## config.mk

```make
export PLATFORM = sky130hd
export DESIGN_NAME = host_admission_greylist_unit
export DESIGN_NICKNAME = d
export VERILOG_FILES = /design/src/hw/rtl/hagl_pkg.sv /design/src/hw/rtl/hagl_store.sv /design/src/hw/rtl/hagl_scan.sv /design/src/hw/rtl/host_admission_greylist_unit.sv
export SDC_FILE = /design/constraint.sdc
export NUM_CORES = 2
export LEC_CHECK = 0
export BUFFER_PORTS_ARGS = -buffer_cell sky130_fd_sc_hd__buf_4
export CELL_PAD_IN_SITES_DETAIL_PLACEMENT = 2
export CELL_PAD_IN_SITES_GLOBAL_PLACEMENT = 2
export CORE_MARGIN = 3
export CORE_UTILIZATION = 54
export CTS_BUF_LIST = sky130_fd_sc_hd__clkbuf_4
export DETAILED_ROUTE_END_ITERATION = 16
export PLACE_DENSITY = 0.94
export RECOVER_POWER = 25
export SLEW_MARGIN = 40
export SYNTH_ARGS = -nofsm -noshare
export SYNTH_HDL_FRONTEND = slang
export SYNTH_HIERARCHICAL = 1
export SYNTH_SLANG_ARGS = --single-unit
export TNS_END_PERCENT = 50
```

## constraint.sdc

```tcl
create_clock -name clk -period 17.85 [get_ports clk]
set_input_delay 1.785 -clock clk [delete_from_list [all_inputs] [get_ports clk]]
set_output_delay 1.785 -clock clk [all_outputs]
set_load 0.1 [all_outputs]
```

## src/hw/rtl/hagl_pkg.sv

```systemverilog
// Package for the host admission greylist unit: table sizes, codes and shared types.
// Used by hagl_store, hagl_scan and host_admission_greylist_unit; depends on nothing.
package hagl_pkg;

  // Table depths.
  localparam int ALLOWED_ENTRIES = 16;
  localparam int BANNED_ENTRIES  = 16;
  localparam int GREY_ENTRIES    = 16;

  // Index widths per table; a single-entry table still gets one index bit.
  localparam int AL_IDX_W = (ALLOWED_ENTRIES > 1) ? $clog2(ALLOWED_ENTRIES) : 1;
  localparam int BN_IDX_W = (BANNED_ENTRIES > 1) ? $clog2(BANNED_ENTRIES) : 1;
  localparam int GR_IDX_W = (GREY_ENTRIES > 1) ? $clog2(GREY_ENTRIES) : 1;

  // The scanner walks the deepest table, so its index covers all three.
  localparam int MAX_ENTRIES_AB = (ALLOWED_ENTRIES > BANNED_ENTRIES) ?
                                  ALLOWED_ENTRIES : BANNED_ENTRIES;
  localparam int MAX_ENTRIES    = (MAX_ENTRIES_AB > GREY_ENTRIES) ?
                                  MAX_ENTRIES_AB : GREY_ENTRIES;
  localparam int IDX_W          = (MAX_ENTRIES > 1) ? $clog2(MAX_ENTRIES) : 1;
  localparam int CNT_W          = $clog2(MAX_ENTRIES + 1);

  // Last index of each table as seen by the scan counter.
  localparam logic [CNT_W-1:0] AL_LAST = CNT_W'(ALLOWED_ENTRIES - 1);
  localparam logic [CNT_W-1:0] BN_LAST = CNT_W'(BANNED_ENTRIES - 1);
  localparam logic [CNT_W-1:0] GR_LAST = CNT_W'(GREY_ENTRIES - 1);

  // Field widths.
  localparam int ID_W      = 32;
  localparam int TIME_W    = 32;
  localparam int COUNT_W   = 8;
  localparam int MODE_W    = 2;
  localparam int CFG_IDX_W = 2;
  localparam int CFG_W     = 32;

  // Register reset values and the count ceiling.
  localparam logic [TIME_W-1:0]  COOLDOWN_RESET = TIME_W'(1000);
  localparam logic [COUNT_W-1:0] RETRY_RESET    = COUNT_W'(10);
  localparam logic [COUNT_W-1:0] COUNT_MAX      = '1;

  // Request modes.
  localparam logic [MODE_W-1:0] MODE_CHECK = 2'd0;
  localparam logic [MODE_W-1:0] MODE_ALLOW = 2'd1;
  localparam logic [MODE_W-1:0] MODE_BAN   = 2'd2;

  // Configuration register indexes.
  localparam logic [CFG_IDX_W-1:0] CFG_COOLDOWN = 2'd0;
  localparam logic [CFG_IDX_W-1:0] CFG_RETRY    = 2'd1;
  localparam logic [CFG_IDX_W-1:0] CFG_SELF_REG = 2'd2;

  // Table select codes.
  localparam logic [1:0] TBL_ALLOWED = 2'd0;
  localparam logic [1:0] TBL_BANNED  = 2'd1;
  localparam logic [1:0] TBL_GREY    = 2'd2;

  // One identifier slot as read by the scanner.
  typedef struct packed {
    logic            valid;
    logic [ID_W-1:0] id;
  } tbl_entry_t;

  // Outcome of one table scan.
  typedef struct packed {
    logic             done;
    logic             match_hit;
    logic [IDX_W-1:0] match_idx;
    logic             free_hit;
    logic [IDX_W-1:0] free_idx;
  } scan_res_t;

  // Write requests from the sequencer to the table store.
  typedef struct packed {
    logic                tbl_we;
    logic [1:0]          tbl_sel;
    logic [IDX_W-1:0]    tbl_idx;
    logic [ID_W-1:0]     tbl_id;
    logic                gr_clr;
    logic                gr_data_we;
    logic [GR_IDX_W-1:0] gr_idx;
    logic [COUNT_W-1:0]  gr_cnt;
    logic [TIME_W-1:0]   gr_last;
  } store_wr_t;

endpackage

```

## src/hw/rtl/hagl_store.sv

```systemverilog
// Register store for the allowed, banned and greylist tables with their valid bits.
// Depends on hagl_pkg.
module hagl_store (
  input  logic                        clk,
  input  logic                        rst_n,
  input  logic [1:0]                  rd_sel,
  input  logic [hagl_pkg::IDX_W-1:0]  rd_idx,
  output hagl_pkg::tbl_entry_t        rd_entry,
  input  logic [hagl_pkg::GR_IDX_W-1:0] gr_rd_idx,
  output logic [hagl_pkg::COUNT_W-1:0]  gr_rd_cnt,
  output logic [hagl_pkg::TIME_W-1:0]   gr_rd_last,
  input  hagl_pkg::store_wr_t         wr
);
  import hagl_pkg::*;

  logic              al_valid_r [ALLOWED_ENTRIES];
  logic [ID_W-1:0]   al_id_r    [ALLOWED_ENTRIES];
  logic              bn_valid_r [BANNED_ENTRIES];
  logic [ID_W-1:0]   bn_id_r    [BANNED_ENTRIES];
  logic              gr_valid_r [GREY_ENTRIES];
  logic [ID_W-1:0]   gr_id_r    [GREY_ENTRIES];
  logic [COUNT_W-1:0] gr_cnt_r  [GREY_ENTRIES];
  logic [TIME_W-1:0]  gr_last_r [GREY_ENTRIES];

  // Valid bits: cleared at reset, set on insert, greylist bits cleared when a greylisted host is banned.
  always_ff @(posedge clk) begin
    if (!rst_n) begin
      for (int i = 0; i < ALLOWED_ENTRIES; i++) al_valid_r[i] <= 1'b0;
      for (int i = 0; i < BANNED_ENTRIES; i++) bn_valid_r[i] <= 1'b0;
      for (int i = 0; i < GREY_ENTRIES; i++) gr_valid_r[i] <= 1'b0;
    end else begin
      if (wr.tbl_we) begin
        case (wr.tbl_sel)
          TBL_ALLOWED: al_valid_r[wr.tbl_idx[AL_IDX_W-1:0]] <= 1'b1;
          TBL_BANNED:  bn_valid_r[wr.tbl_idx[BN_IDX_W-1:0]] <= 1'b1;
          TBL_GREY:    gr_valid_r[wr.tbl_idx[GR_IDX_W-1:0]] <= 1'b1;
          default: ;
        endcase
      end
      if (wr.gr_clr) begin
        gr_valid_r[wr.gr_idx] <= 1'b0;
      end
    end
  end

  // Identifiers and greylist contact data carry no reset.
  always_ff @(posedge clk) begin
    if (wr.tbl_we) begin
      case (wr.tbl_sel)
        TBL_ALLOWED: al_id_r[wr.tbl_idx[AL_IDX_W-1:0]] <= wr.tbl_id;
        TBL_BANNED:  bn_id_r[wr.tbl_idx[BN_IDX_W-1:0]] <= wr.tbl_id;
        TBL_GREY:    gr_id_r[wr.tbl_idx[GR_IDX_W-1:0]] <= wr.tbl_id;
        default: ;
      endcase
    end
    if (wr.gr_data_we) begin
      gr_cnt_r[wr.gr_idx]  <= wr.gr_cnt;
      gr_last_r[wr.gr_idx] <= wr.gr_last;
    end
  end

  // Scanner read port: one slot of the selected table.
  always_comb begin
    case (rd_sel)
      TBL_ALLOWED: begin
        rd_entry.valid = al_valid_r[rd_idx[AL_IDX_W-1:0]];
        rd_entry.id    = al_id_r[rd_idx[AL_IDX_W-1:0]];
      end
      TBL_BANNED: begin
        rd_entry.valid = bn_valid_r[rd_idx[BN_IDX_W-1:0]];
        rd_entry.id    = bn_id_r[rd_idx[BN_IDX_W-1:0]];
      end
      TBL_GREY: begin
        rd_entry.valid = gr_valid_r[rd_idx[GR_IDX_W-1:0]];
        rd_entry.id    = gr_id_r[rd_idx[GR_IDX_W-1:0]];
      end
      default: begin
        rd_entry.valid = 1'b0;
        rd_entry.id    = '0;
      end
    endcase
  end

  // Greylist contact data for the matched entry.
  assign gr_rd_cnt  = gr_cnt_r[gr_rd_idx];
  assign gr_rd_last = gr_last_r[gr_rd_idx];

endmodule

```

## src/hw/rtl/hagl_scan.sv

```systemverilog
// Shared table scanner: one identifier compare per cycle, finds the first match and free slot.
// Depends on hagl_pkg; reads slots from hagl_store.
module hagl_scan (
  input  logic                       clk,
  input  logic                       rst_n,
  input  logic                       start,
  input  logic [1:0]                 sel,
  input  logic [hagl_pkg::ID_W-1:0]  key,
  output logic [1:0]                 rd_sel,
  output logic [hagl_pkg::IDX_W-1:0] rd_idx,
  input  hagl_pkg::tbl_entry_t       rd_entry,
  output hagl_pkg::scan_res_t        res
);
  import hagl_pkg::*;

  logic             busy_r, busy_nxt;
  logic             done_r, done_nxt;
  logic [CNT_W-1:0] cnt_r, cnt_nxt;
  logic [1:0]       sel_r, sel_nxt;
  logic             match_hit_r, match_hit_nxt;
  logic [IDX_W-1:0] match_idx_r, match_idx_nxt;
  logic             free_hit_r, free_hit_nxt;
  logic [IDX_W-1:0] free_idx_r, free_idx_nxt;
  logic [CNT_W-1:0] last_idx;

  // Last slot of the table being walked.
  always_comb begin
    case (sel_r)
      TBL_ALLOWED: last_idx = AL_LAST;
      TBL_BANNED:  last_idx = BN_LAST;
      TBL_GREY:    last_idx = GR_LAST;
      default:     last_idx = '0;
    endcase
  end

  assign rd_sel = sel_r;
  assign rd_idx = cnt_r[IDX_W-1:0];

  // One slot per cycle; the first hit of each kind is kept.
  always_comb begin
    busy_nxt      = busy_r;
    done_nxt      = 1'b0;
    cnt_nxt       = cnt_r;
    sel_nxt       = sel_r;
    match_hit_nxt = match_hit_r;
    match_idx_nxt = match_idx_r;
    free_hit_nxt  = free_hit_r;
    free_idx_nxt  = free_idx_r;
    if (start) begin
      busy_nxt      = 1'b1;
      cnt_nxt       = '0;
      sel_nxt       = sel;
      match_hit_nxt = 1'b0;
      free_hit_nxt  = 1'b0;
    end else if (busy_r) begin
      if (rd_entry.valid && (rd_entry.id == key) && !match_hit_r) begin
        match_hit_nxt = 1'b1;
        match_idx_nxt = cnt_r[IDX_W-1:0];
      end
      if (!rd_entry.valid && !free_hit_r) begin
        free_hit_nxt = 1'b1;
        free_idx_nxt = cnt_r[IDX_W-1:0];
      end
      if (cnt_r == last_idx) begin
        busy_nxt = 1'b0;
        done_nxt = 1'b1;
      end else begin
        cnt_nxt = cnt_r + CNT_W'(1);
      end
    end
  end

  // Control state.
  always_ff @(posedge clk) begin
    if (!rst_n) begin
      busy_r <= 1'b0;
      done_r <= 1'b0;
    end else begin
      busy_r <= busy_nxt;
      done_r <= done_nxt;
    end
  end

  // Scan position and findings.
  always_ff @(posedge clk) begin
    cnt_r       <= cnt_nxt;
    sel_r       <= sel_nxt;
    match_hit_r <= match_hit_nxt;
    match_idx_r <= match_idx_nxt;
    free_hit_r  <= free_hit_nxt;
    free_idx_r  <= free_idx_nxt;
  end

  assign res.done      = done_r;
  assign res.match_hit = match_hit_r;
  assign res.match_idx = match_idx_r;
  assign res.free_hit  = free_hit_r;
  assign res.free_idx  = free_idx_r;

endmodule

```

## src/hw/rtl/host_admission_greylist_unit.sv

```systemverilog
// Top level of the host admission greylist unit: request sequencer and configuration registers.
// Depends on hagl_pkg, hagl_store and hagl_scan.
//
//   Channel | Direction | Handshake          | Word
//   in_     | input     | in_valid/in_stall   | mode, host_id, now_ms
//   out_    | output    | out_valid/out_stall | accepted, newly_added, table_full
//   cfg_    | input     | cfg_valid/cfg_ready | cfg_index, cfg_data
//
// Each table scan walks every slot of its table through the single shared scanner.
// An add or ban scans one table; a check walks up to three tables: allowed, banned and grey.
// Reset empties all three tables and loads the register defaults; no clearing pass is needed.
// A new word is taken while a finished result still waits at the output; the sequencer then
// holds its next result until out_stall falls.
module host_admission_greylist_unit (
  input  logic                            clk,
  input  logic                            rst_n,
  input  logic                            in_valid,
  output logic                            in_stall,
  input  logic [hagl_pkg::MODE_W-1:0]     in_mode,
  input  logic [hagl_pkg::ID_W-1:0]       in_host_id,
  input  logic [hagl_pkg::TIME_W-1:0]     in_now_ms,
  output logic                            out_valid,
  input  logic                            out_stall,
  output logic                            out_accepted,
  output logic                            out_newly_added,
  output logic                            out_table_full,
  input  logic                            cfg_valid,
  output logic                            cfg_ready,
  input  logic [hagl_pkg::CFG_IDX_W-1:0]  cfg_index,
  input  logic [hagl_pkg::CFG_W-1:0]      cfg_data
);
  import hagl_pkg::*;

  localparam logic [2:0] ST_IDLE      = 3'd0;
  localparam logic [2:0] ST_SCAN_TGT  = 3'd1;
  localparam logic [2:0] ST_SCAN_AL   = 3'd2;
  localparam logic [2:0] ST_SCAN_BN   = 3'd3;
  localparam logic [2:0] ST_SCAN_GR   = 3'd4;
  localparam logic [2:0] ST_GREY_EVAL = 3'd5;
  localparam logic [2:0] ST_FINISH    = 3'd6;

  logic [2:0]          state_r, state_nxt;
  logic [MODE_W-1:0]   mode_r, mode_nxt;
  logic [ID_W-1:0]     id_r, id_nxt;
  logic [TIME_W-1:0]   now_r, now_nxt;
  logic                acc_r, acc_nxt;
  logic                add_r, add_nxt;
  logic                full_r, full_nxt;
  logic                bn_free_hit_r, bn_free_hit_nxt;
  logic [IDX_W-1:0]    bn_free_idx_r, bn_free_idx_nxt;
  logic [GR_IDX_W-1:0] gr_idx_r, gr_idx_nxt;
  logic                out_valid_r, out_valid_nxt;
  logic                out_acc_r, out_acc_nxt;
  logic                out_add_r, out_add_nxt;
  logic                out_full_r, out_full_nxt;
  logic [TIME_W-1:0]   cooldown_r;
  logic [COUNT_W-1:0]  retry_r;
  logic                self_reg_r;

  logic                scan_start;
  logic [1:0]          scan_sel;
  logic [1:0]          rd_sel;
  logic [IDX_W-1:0]    rd_idx;
  tbl_entry_t          rd_entry;
  scan_res_t           scan_res;
  store_wr_t           wr;
  logic [COUNT_W-1:0]  gr_cnt;
  logic [TIME_W-1:0]   gr_last;
  logic [TIME_W-1:0]   elapsed;

  hagl_store u_store (
    .clk        (clk),
    .rst_n      (rst_n),
    .rd_sel     (rd_sel),
    .rd_idx     (rd_idx),
    .rd_entry   (rd_entry),
    .gr_rd_idx  (gr_idx_r),
    .gr_rd_cnt  (gr_cnt),
    .gr_rd_last (gr_last),
    .wr         (wr)
  );

  hagl_scan u_scan (
    .clk      (clk),
    .rst_n    (rst_n),
    .start    (scan_start),
    .sel      (scan_sel),
    .key      (id_r),
    .rd_sel   (rd_sel),
    .rd_idx   (rd_idx),
    .rd_entry (rd_entry),
    .res      (scan_res)
  );

  assign in_stall  = (state_r != ST_IDLE);
  assign cfg_ready = 1'b1;
  assign elapsed   = now_r - gr_last;

  // Request sequencer.
  always_comb begin
    state_nxt       = state_r;
    mode_nxt        = mode_r;
    id_nxt          = id_r;
    now_nxt         = now_r;
    acc_nxt         = acc_r;
    add_nxt         = add_r;
    full_nxt        = full_r;
    bn_free_hit_nxt = bn_free_hit_r;
    bn_free_idx_nxt = bn_free_idx_r;
    gr_idx_nxt      = gr_idx_r;
    out_valid_nxt   = out_valid_r && out_stall;
    out_acc_nxt     = out_acc_r;
    out_add_nxt     = out_add_r;
    out_full_nxt    = out_full_r;
    scan_start      = 1'b0;
    scan_sel        = TBL_ALLOWED;
    wr              = '0;
    wr.tbl_id       = id_r;
    wr.gr_idx       = gr_idx_r;
    wr.gr_last      = now_r;

    case (state_r)
      ST_IDLE: begin
        if (in_valid) begin
          mode_nxt = in_mode;
          id_nxt   = in_host_id;
          now_nxt  = in_now_ms;
          acc_nxt  = 1'b0;
          add_nxt  = 1'b0;
          full_nxt = 1'b0;
          case (in_mode)
            MODE_CHECK: begin
              scan_start = 1'b1;
              scan_sel   = TBL_ALLOWED;
              state_nxt  = ST_SCAN_AL;
            end
            MODE_ALLOW: begin
              scan_start = 1'b1;
              scan_sel   = TBL_ALLOWED;
              state_nxt  = ST_SCAN_TGT;
            end
            MODE_BAN: begin
              scan_start = 1'b1;
              scan_sel   = TBL_BANNED;
              state_nxt  = ST_SCAN_TGT;
            end
            default: state_nxt = ST_FINISH;
          endcase
        end
      end

      // Add or ban: insert unless already present.
      ST_SCAN_TGT: begin
        if (scan_res.done) begin
          if (!scan_res.match_hit) begin
            if (scan_res.free_hit) begin
              wr.tbl_we  = 1'b1;
              wr.tbl_sel = (mode_r == MODE_ALLOW) ? TBL_ALLOWED : TBL_BANNED;
              wr.tbl_idx = scan_res.free_idx;
              add_nxt    = 1'b1;
            end else begin
              full_nxt = 1'b1;
            end
          end
          state_nxt = ST_FINISH;
        end
      end

      // Check: allowed hosts pass at once.
      ST_SCAN_AL: begin
        if (scan_res.done) begin
          if (scan_res.match_hit) begin
            acc_nxt   = 1'b1;
            state_nxt = ST_FINISH;
          end else begin
            scan_start = 1'b1;
            scan_sel   = TBL_BANNED;
            state_nxt  = ST_SCAN_BN;
          end
        end
      end

      // Check: reject banned hosts, or all if self_reg is off; keep the free slot for a ban.
      ST_SCAN_BN: begin
        if (scan_res.done) begin
          bn_free_hit_nxt = scan_res.free_hit;
          bn_free_idx_nxt = scan_res.free_idx;
          if (scan_res.match_hit || !self_reg_r) begin
            state_nxt = ST_FINISH;
          end else begin
            scan_start = 1'b1;
            scan_sel   = TBL_GREY;
            state_nxt  = ST_SCAN_GR;
          end
        end
      end

      // Check: greylist lookup, entering unknown hosts where there is room.
      ST_SCAN_GR: begin
        if (scan_res.done) begin
          if (scan_res.match_hit) begin
            gr_idx_nxt = scan_res.match_idx[GR_IDX_W-1:0];
            state_nxt  = ST_GREY_EVAL;
          end else begin
            if (scan_res.free_hit) begin
              wr.tbl_we     = 1'b1;
              wr.tbl_sel    = TBL_GREY;
              wr.tbl_idx    = scan_res.free_idx;
              wr.gr_data_we = 1'b1;
              wr.gr_idx     = scan_res.free_idx[GR_IDX_W-1:0];
              wr.gr_cnt     = '0;
            end else begin
              full_nxt = 1'b1;
            end
            acc_nxt   = 1'b1;
            state_nxt = ST_FINISH;
          end
        end
      end

      // Greylisted host: ban past the retry limit, else admit once the cooldown has passed.
      ST_GREY_EVAL: begin
        if (gr_cnt > retry_r) begin
          if (bn_free_hit_r) begin
            wr.tbl_we  = 1'b1;
            wr.tbl_sel = TBL_BANNED;
            wr.tbl_idx = bn_free_idx_r;
            wr.gr_clr  = 1'b1;
          end else begin
            full_nxt = 1'b1;
          end
        end else if (elapsed > cooldown_r) begin
          wr.gr_data_we = 1'b1;
          wr.gr_cnt     = (gr_cnt == COUNT_MAX) ? gr_cnt : gr_cnt + COUNT_W'(1);
          acc_nxt       = 1'b1;
        end
        state_nxt = ST_FINISH;
      end

      // Hand the result to the output register once it is free.
      ST_FINISH: begin
        if (!out_valid_r || !out_stall) begin
          out_valid_nxt = 1'b1;
          out_acc_nxt   = acc_r;
          out_add_nxt   = add_r;
          out_full_nxt  = full_r;
          state_nxt     = ST_IDLE;
        end
      end

      default: state_nxt = ST_IDLE;
    endcase
  end

  // Control state.
  always_ff @(posedge clk) begin
    if (!rst_n) begin
      state_r     <= ST_IDLE;
      out_valid_r <= 1'b0;
    end else begin
      state_r     <= state_nxt;
      out_valid_r <= out_valid_nxt;
    end
  end

  // Word and result holding registers.
  always_ff @(posedge clk) begin
    mode_r        <= mode_nxt;
    id_r          <= id_nxt;
    now_r         <= now_nxt;
    acc_r         <= acc_nxt;
    add_r         <= add_nxt;
    full_r        <= full_nxt;
    bn_free_hit_r <= bn_free_hit_nxt;
    bn_free_idx_r <= bn_free_idx_nxt;
    gr_idx_r      <= gr_idx_nxt;
    out_acc_r     <= out_acc_nxt;
    out_add_r     <= out_add_nxt;
    out_full_r    <= out_full_nxt;
  end

  // Configuration registers.
  always_ff @(posedge clk) begin
    if (!rst_n) begin
      cooldown_r <= COOLDOWN_RESET;
      retry_r    <= RETRY_RESET;
      self_reg_r <= 1'b0;
    end else if (cfg_valid && cfg_ready) begin
      case (cfg_index)
        CFG_COOLDOWN: cooldown_r <= cfg_data[TIME_W-1:0];
        CFG_RETRY:    retry_r    <= cfg_data[COUNT_W-1:0];
        CFG_SELF_REG: self_reg_r <= cfg_data[0];
        default: ;
      endcase
    end
  end

  assign out_valid       = out_valid_r;
  assign out_accepted    = out_acc_r;
  assign out_newly_added = out_add_r;
  assign out_table_full  = out_full_r;

endmodule

```

==> results summary, run 1 <==
The run stopped with a tool error. The last stage reached is detailed placement (3_5_place_dp). The tool reported: "[ERROR DPL-0033] detailed placement checks failed during check placement". sky130_fd_sc_hd__edfxtp_1 takes more of the synthesized area than any other cell. For this run, the register share of the synthesized area comes to 0.743. In this run the horizontal extent of the chip is 424 um.

Of the post-synthesis cell area, the dominant cell type holds 0.722. At the end of routability-driven placement, the weighted congestion stood at 0.840. After synthesis the netlist holds a flip-flop and latch count of 2,369. Synthesis produced 4,831 cells.

The mapped netlist covers 94,400 um2. The die is 424 um tall. The count of buffers from port buffering is 109. The average cell area after synthesis is 19.5 um2. In the synthesized netlist the dominant register cell turns out to be sky130_fd_sc_hd__edfxtp_1. Synthesis produced a netlist with a net count of 5,012. The number of synthesized flops with an enable pin came out at 2,267.

The wire-length estimate of the detail-placed layout is 272,000 um. The count of different cell masters after synthesis is 89. The top-level I/O count came out at 111. The number of cell rows is 152. After synthesis, the cell types taking the most area are sky130_fd_sc_hd__edfxtp_1, sky130_fd_sc_hd__mux4_2, sky130_fd_sc_hd__mux2_2, sky130_fd_sc_hd__dfxtp_1, sky130_fd_sc_hd__mux2i_1. The initial core utilization is 0.546. The fraction of registers with async set or reset after synthesis came out at 0.

The total of warnings raised by yosys came out at 6.
[through the flow]
stage,instance area (um2),worst slack (ps),hold WS (ps)
after global placement,98400,8470,404
after floorplan,94400,9980,400
[cells in the mapped netlist (47+ instances only)]
| cell type | n |
|---|---|
| sky130_fd_sc_hd__xnor2_1 | 47 |
| sky130_fd_sc_hd__edfxtp_1 | 2267 |
| sky130_fd_sc_hd__nand2_1 | 151 |
| sky130_fd_sc_hd__dfxtp_1 | 102 |
| sky130_fd_sc_hd__mux2i_1 | 174 |
| sky130_fd_sc_hd__a211oi_1 | 66 |
| sky130_fd_sc_hd__inv_1 | 89 |
| sky130_fd_sc_hd__nor2_1 | 148 |
| sky130_fd_sc_hd__mux4_2 | 437 |
| sky130_fd_sc_hd__a21oi_1 | 61 |
| sky130_fd_sc_hd__o22ai_1 | 92 |
| sky130_fd_sc_hd__a2111oi_0 | 53 |
| sky130_fd_sc_hd__o21a_1 | 48 |
| sky130_fd_sc_hd__clkbuf_1 | 117 |
| sky130_fd_sc_hd__ha_1 | 75 |
| sky130_fd_sc_hd__mux2_2 | 185 |
| sky130_fd_sc_hd__buf_2 | 54 |
| sky130_fd_sc_hd__nor2b_1 | 85 |
[cell families after synthesis]
logic type | Yosys count | synth area share
AO/OA/AOI/OAI | 591 | 0.0465
XOR/XNOR | 64 | 0.00594
adder cells (fa/ha/maj) | 76 | 0.0102
buffers and inverters | 350 | 0.0184
flip-flops | 2369 | 0.743
multiplexers | 797 | 0.145
other | 1 | 0.0000397
AND/OR/NAND/NOR | 583 | 0.0309
==> run 2: changes to the inputs <==
--- a/config.mk
+++ b/config.mk
@@ -6,13 +6,10 @@
 export NUM_CORES = 2
 export LEC_CHECK = 0
 export BUFFER_PORTS_ARGS = -buffer_cell sky130_fd_sc_hd__buf_4
-export CELL_PAD_IN_SITES_DETAIL_PLACEMENT = 2
-export CELL_PAD_IN_SITES_GLOBAL_PLACEMENT = 2
 export CORE_MARGIN = 3
-export CORE_UTILIZATION = 54
-export CTS_BUF_LIST = sky130_fd_sc_hd__clkbuf_4
+export CORE_UTILIZATION = 39
 export DETAILED_ROUTE_END_ITERATION = 16
-export PLACE_DENSITY = 0.94
+export PLACE_DENSITY_LB_ADDON = 0.15
 export RECOVER_POWER = 25
 export SLEW_MARGIN = 40
 export SYNTH_ARGS = -nofsm -noshare
==> results summary, run 2 <==
The main flop type after synthesis is sky130_fd_sc_hd__edfxtp_1. The maximum number of buffers from clock root to sink came out at 4. The share of the Yosys chip area taken by registers is 0.743. The total buffers and inverters traversed by the critical path is 6.

The final layout contains routed wiring with a total length of 264,000 um. The die span in x is 498 um. The number of standard cells after synthesis came out at 4,831. OpenSTA, run right after detailed placement, puts the worst setup slack at 8960 ps. STA puts the critical path data required time at 18,380 ps. The number of synthesized flops with an enable pin is 2,267. The floorplan step defined a die boundary enclosing 248,000 um2.

The maximum number of pins on one net before global-route repair is 118. The routed wirelength normalized by instance count came out at 31.0 um. Max-cap violations in this run came to 26. At the pin with the least slew margin, the transition time is 2350 ps. In the layout the commonest cells are sky130_fd_sc_hd__edfxtp_1, sky130_fd_sc_hd__mux4_2, sky130_fd_sc_hd__clkbuf_16, sky130_fd_sc_hd__buf_4, sky130_fd_sc_hd__mux2_2. The max-slew violation total from the final report came out at 1,274.

The worst setup skew after layout is 64.8 ps. The library cell used most frequently in the layout, excluding fill and tap cells, is sky130_fd_sc_hd__edfxtp_1. The critical path is of the flop to flop type. The number of antenna violations at the first check in global routing was 14. The max-slew headroom at the worst pin is -0.569. The average vias per placed instance is 5.75.

The cts-stage hold buffer count came out at 0. The arrival time reported for the critical path endpoint is 9270 ps. The tightest min-delay check is of the flop to flop type. In this run, synthesis produced a sequential element count of 2,369. The net count of the mapped netlist is 5,012. The fraction of registers with async set or reset after synthesis came out at 0. Buffers inserted during clock tree synthesis total 277. In this run the most critical hold path is launched from u_scan/match_idx_r[3].

The average cell area after synthesis is 19.5 um2. The number of cell rows came out at 179. Yosys instantiated no cell more often than sky130_fd_sc_hd__edfxtp_1. The setup TNS after final layout came out at 0 ps. The via count of the first global-routing pass came out at 49,400. The cell type group with the largest total delay on the critical path is simple AND/OR/NAND/NOR gates. Yosys mapped the design onto 89 distinct sky130hd cell types.

Detailed placement ended at an HPWL of 148,000 um. The post-synth design cell area came out at 94,400 um2. Ranked by total cell area, the synthesized netlist is headed by sky130_fd_sc_hd__edfxtp_1, sky130_fd_sc_hd__mux4_2, sky130_fd_sc_hd__mux2_2, sky130_fd_sc_hd__dfxtp_1, sky130_fd_sc_hd__mux2i_1. The critical path starts at gr_idx_r[0]. The tightest hold margin is 418 ps. Ranked by instance count, the synthesized netlist is headed by sky130_fd_sc_hd__edfxtp_1, sky130_fd_sc_hd__mux4_2, sky130_fd_sc_hd__mux2_2. The core area came out at 239,000 um2. The total of warnings raised by yosys came out at 6. The highest fanout seen on the critical path came out at 58.

The count of cells resized by post-cts repair came out at 0. The die outline height came out at 498 um. The first-pass detailed-route iteration total is 7.

The worst setup path is captured at a flop. The maximum cell stage delay along the critical path came out at 610 ps. The peak clock frequency supported by timing came out at 114 MHz. The worst setup path is launched from a flop. Summed over all layers, the global routing overflow is 0.

The worst setup slack after layout came out at 9100 ps. Post-CTS timing repair inserted 0 buffers for setup. The static leakage is 33.8 nW. Setup repair after global routing left no endpoint under its margin. The flow ran to the end, but the final reports show violations. The critical path goes through buf_6 > buf_12 > buf_16 > mux4_2 > mux4_2 > inv_1 > ha_1 > a21o_1 > or3_1 > o21a_1 > o21ai_0 > o311a_1 > o211ai_1 > ha_1 > nand3_2 > nor4_4 > nand4_1 > a211oi_2 > nor4_4 > buf_6 > o21ai_1 > or3b_2 > nor2_4 > buf_4. The worst path in the final design needs a cycle of 8750 ps, including I/O delays and setup. Across the VDD grid, the largest voltage drop is 84.9 uV. The final hold violation count is 0. The worst reg2reg path startpoint is gr_idx_r[0]. The biggest area consumer among synthesized cells is sky130_fd_sc_hd__edfxtp_1.

The area growth from synthesis to layout is 14.8%. The checks that failed: max-capacitance violations, max-slew violations. The first global-routing pass estimated 376,000 um of wire. The H-tree was split into 5 levels. The combined global-route utilization of all metal layers is 0.211.

Dividing the final minimum period by the clock period gives 0.490. The non-filler instance count after layout is 8,513. For this configuration, the core starts out at a cell density of 0.394. The number of placed cells counting well taps is 8,040.

The net count of the finished layout is 5,340. Once layout is complete, the utilization of the core stands at 0.453. TritonCTS built the clock tree. The slowest stage of the critical path belongs to the cell sky130_fd_sc_hd__or3b_2.

Of the cells placed in the final design, the portion with a size suffix greater than 1 is 0.259. Once detail routing completed, the nets flagged for antenna violations numbered 0. The clock root buffer is sky130_fd_sc_hd__clkbuf_16. The number of design rule violations left after detail routing came out at 0. The routability-driven placement congestion ratio came out at 0.826. Of the post-synthesis cell area, the dominant cell type holds 0.722. The top-level I/O count is 111. The violation count after the first detailed-route iteration is 4,831. Setup violations remaining at the end of the flow were counted as 0.

The count of buffers added on input and output ports is 109. The number of sinks handled by clock tree synthesis is 2,369. The insertion delay to the later sink of the worst-skew pair came out at 920 ps. The total number of vias is 49,000. The power per unit of standard cell area came out at 134 nW/um2. The clock-pin slew on the worst setup and hold paths is 60 ps.
==> run 2: cell counts after synthesis <==
No cell type changed its count.
==> run 2: per-stage QoR <==
| step | area (um2) | power (mW) |
|---|---|---|
| CTS | 108000 | 14.7 |
| detailed placement | 100000 | 9.45 |
| floorplan | 94400 | 8.51 |
| global placement | 99600 | 9.41 |
| global route | 108000 | 15.1 |
| finish | 108000 | 14.5 |
==> run 2: layout make-up <==
| type | count | area [um2] |
|---|---|---|
| tap | 3167 | 3960 |
| sequential | 2369 | 70100 |
| inverter | 91 | 345 |
| multi-input combinational | 2112 | 23100 |
| timing repair buffer | 308 | 2590 |
| clock buffer | 355 | 7400 |
| fill | 20400 | 131000 |
| clock inverter | 108 | 767 |
| antenna | 3 | 7.51 |
==> run 2: cell families (layout without fill, tap and decap cells) <==
family                   after synthesis  count (layout)  share of synthesized area
other                                  1               4                  0.0000397
adder cells (fa/ha/maj)               76              76                     0.0102
AND/OR/NAND/NOR                      583             583                     0.0309
XOR/XNOR                              64              64                    0.00594
multiplexers                         797             797                      0.145
flip-flops                          2369            2369                      0.743
AO/OA/AOI/OAI                        591             591                     0.0465
buffers and inverters                350             862                     0.0184
==> run 2: report_power, final <==
part	total, mW	internal [mW]	switching (mW)
logic	2.66	0.994	1.66
registers	6.67	6.51	0.163
clock network	5.20	3.04	2.16
==> run 2: worst reg2reg max path: stages, from the launching register on <==
cell and delay, ps:
sky130_fd_sc_hd__edfxtp_1 340, sky130_fd_sc_hd__buf_6 460, sky130_fd_sc_hd__buf_12 360, sky130_fd_sc_hd__buf_16 420, sky130_fd_sc_hd__mux4_2 630, sky130_fd_sc_hd__mux4_2 500
sky130_fd_sc_hd__inv_1 110, sky130_fd_sc_hd__ha_1 270, sky130_fd_sc_hd__a21o_1 210, sky130_fd_sc_hd__or3_1 330, sky130_fd_sc_hd__o21a_1 260, sky130_fd_sc_hd__o21ai_0 420
sky130_fd_sc_hd__o311a_1 220, sky130_fd_sc_hd__o211ai_1 140, sky130_fd_sc_hd__ha_1 340, sky130_fd_sc_hd__nand3_2 110, sky130_fd_sc_hd__nor4_4 340, sky130_fd_sc_hd__nand4_1 240
sky130_fd_sc_hd__a211oi_2 410, sky130_fd_sc_hd__nor4_4 60, sky130_fd_sc_hd__buf_6 170, sky130_fd_sc_hd__o21ai_1 250, sky130_fd_sc_hd__or3b_2 610, sky130_fd_sc_hd__nor2_4 620
sky130_fd_sc_hd__buf_4 560
==> run 2: final timing paths <==
kind	end	slack [ps]	cells after the start
max reg2reg	u_store/gr_last_r[12][11]	9100	24
min	gr_idx_r[3]	420	0
max	u_store/gr_last_r[12][11]	9100	24
min reg2reg	gr_idx_r[3]	420	0
==> run 2: metal layers <==
metal	wire length, um	GRT usage
met1	116000	0.305
met2	125000	0.334
met3	16800	0.0365
met4	6480	0.0538
met5	0	0
Power figures use the tool's default switching activity.
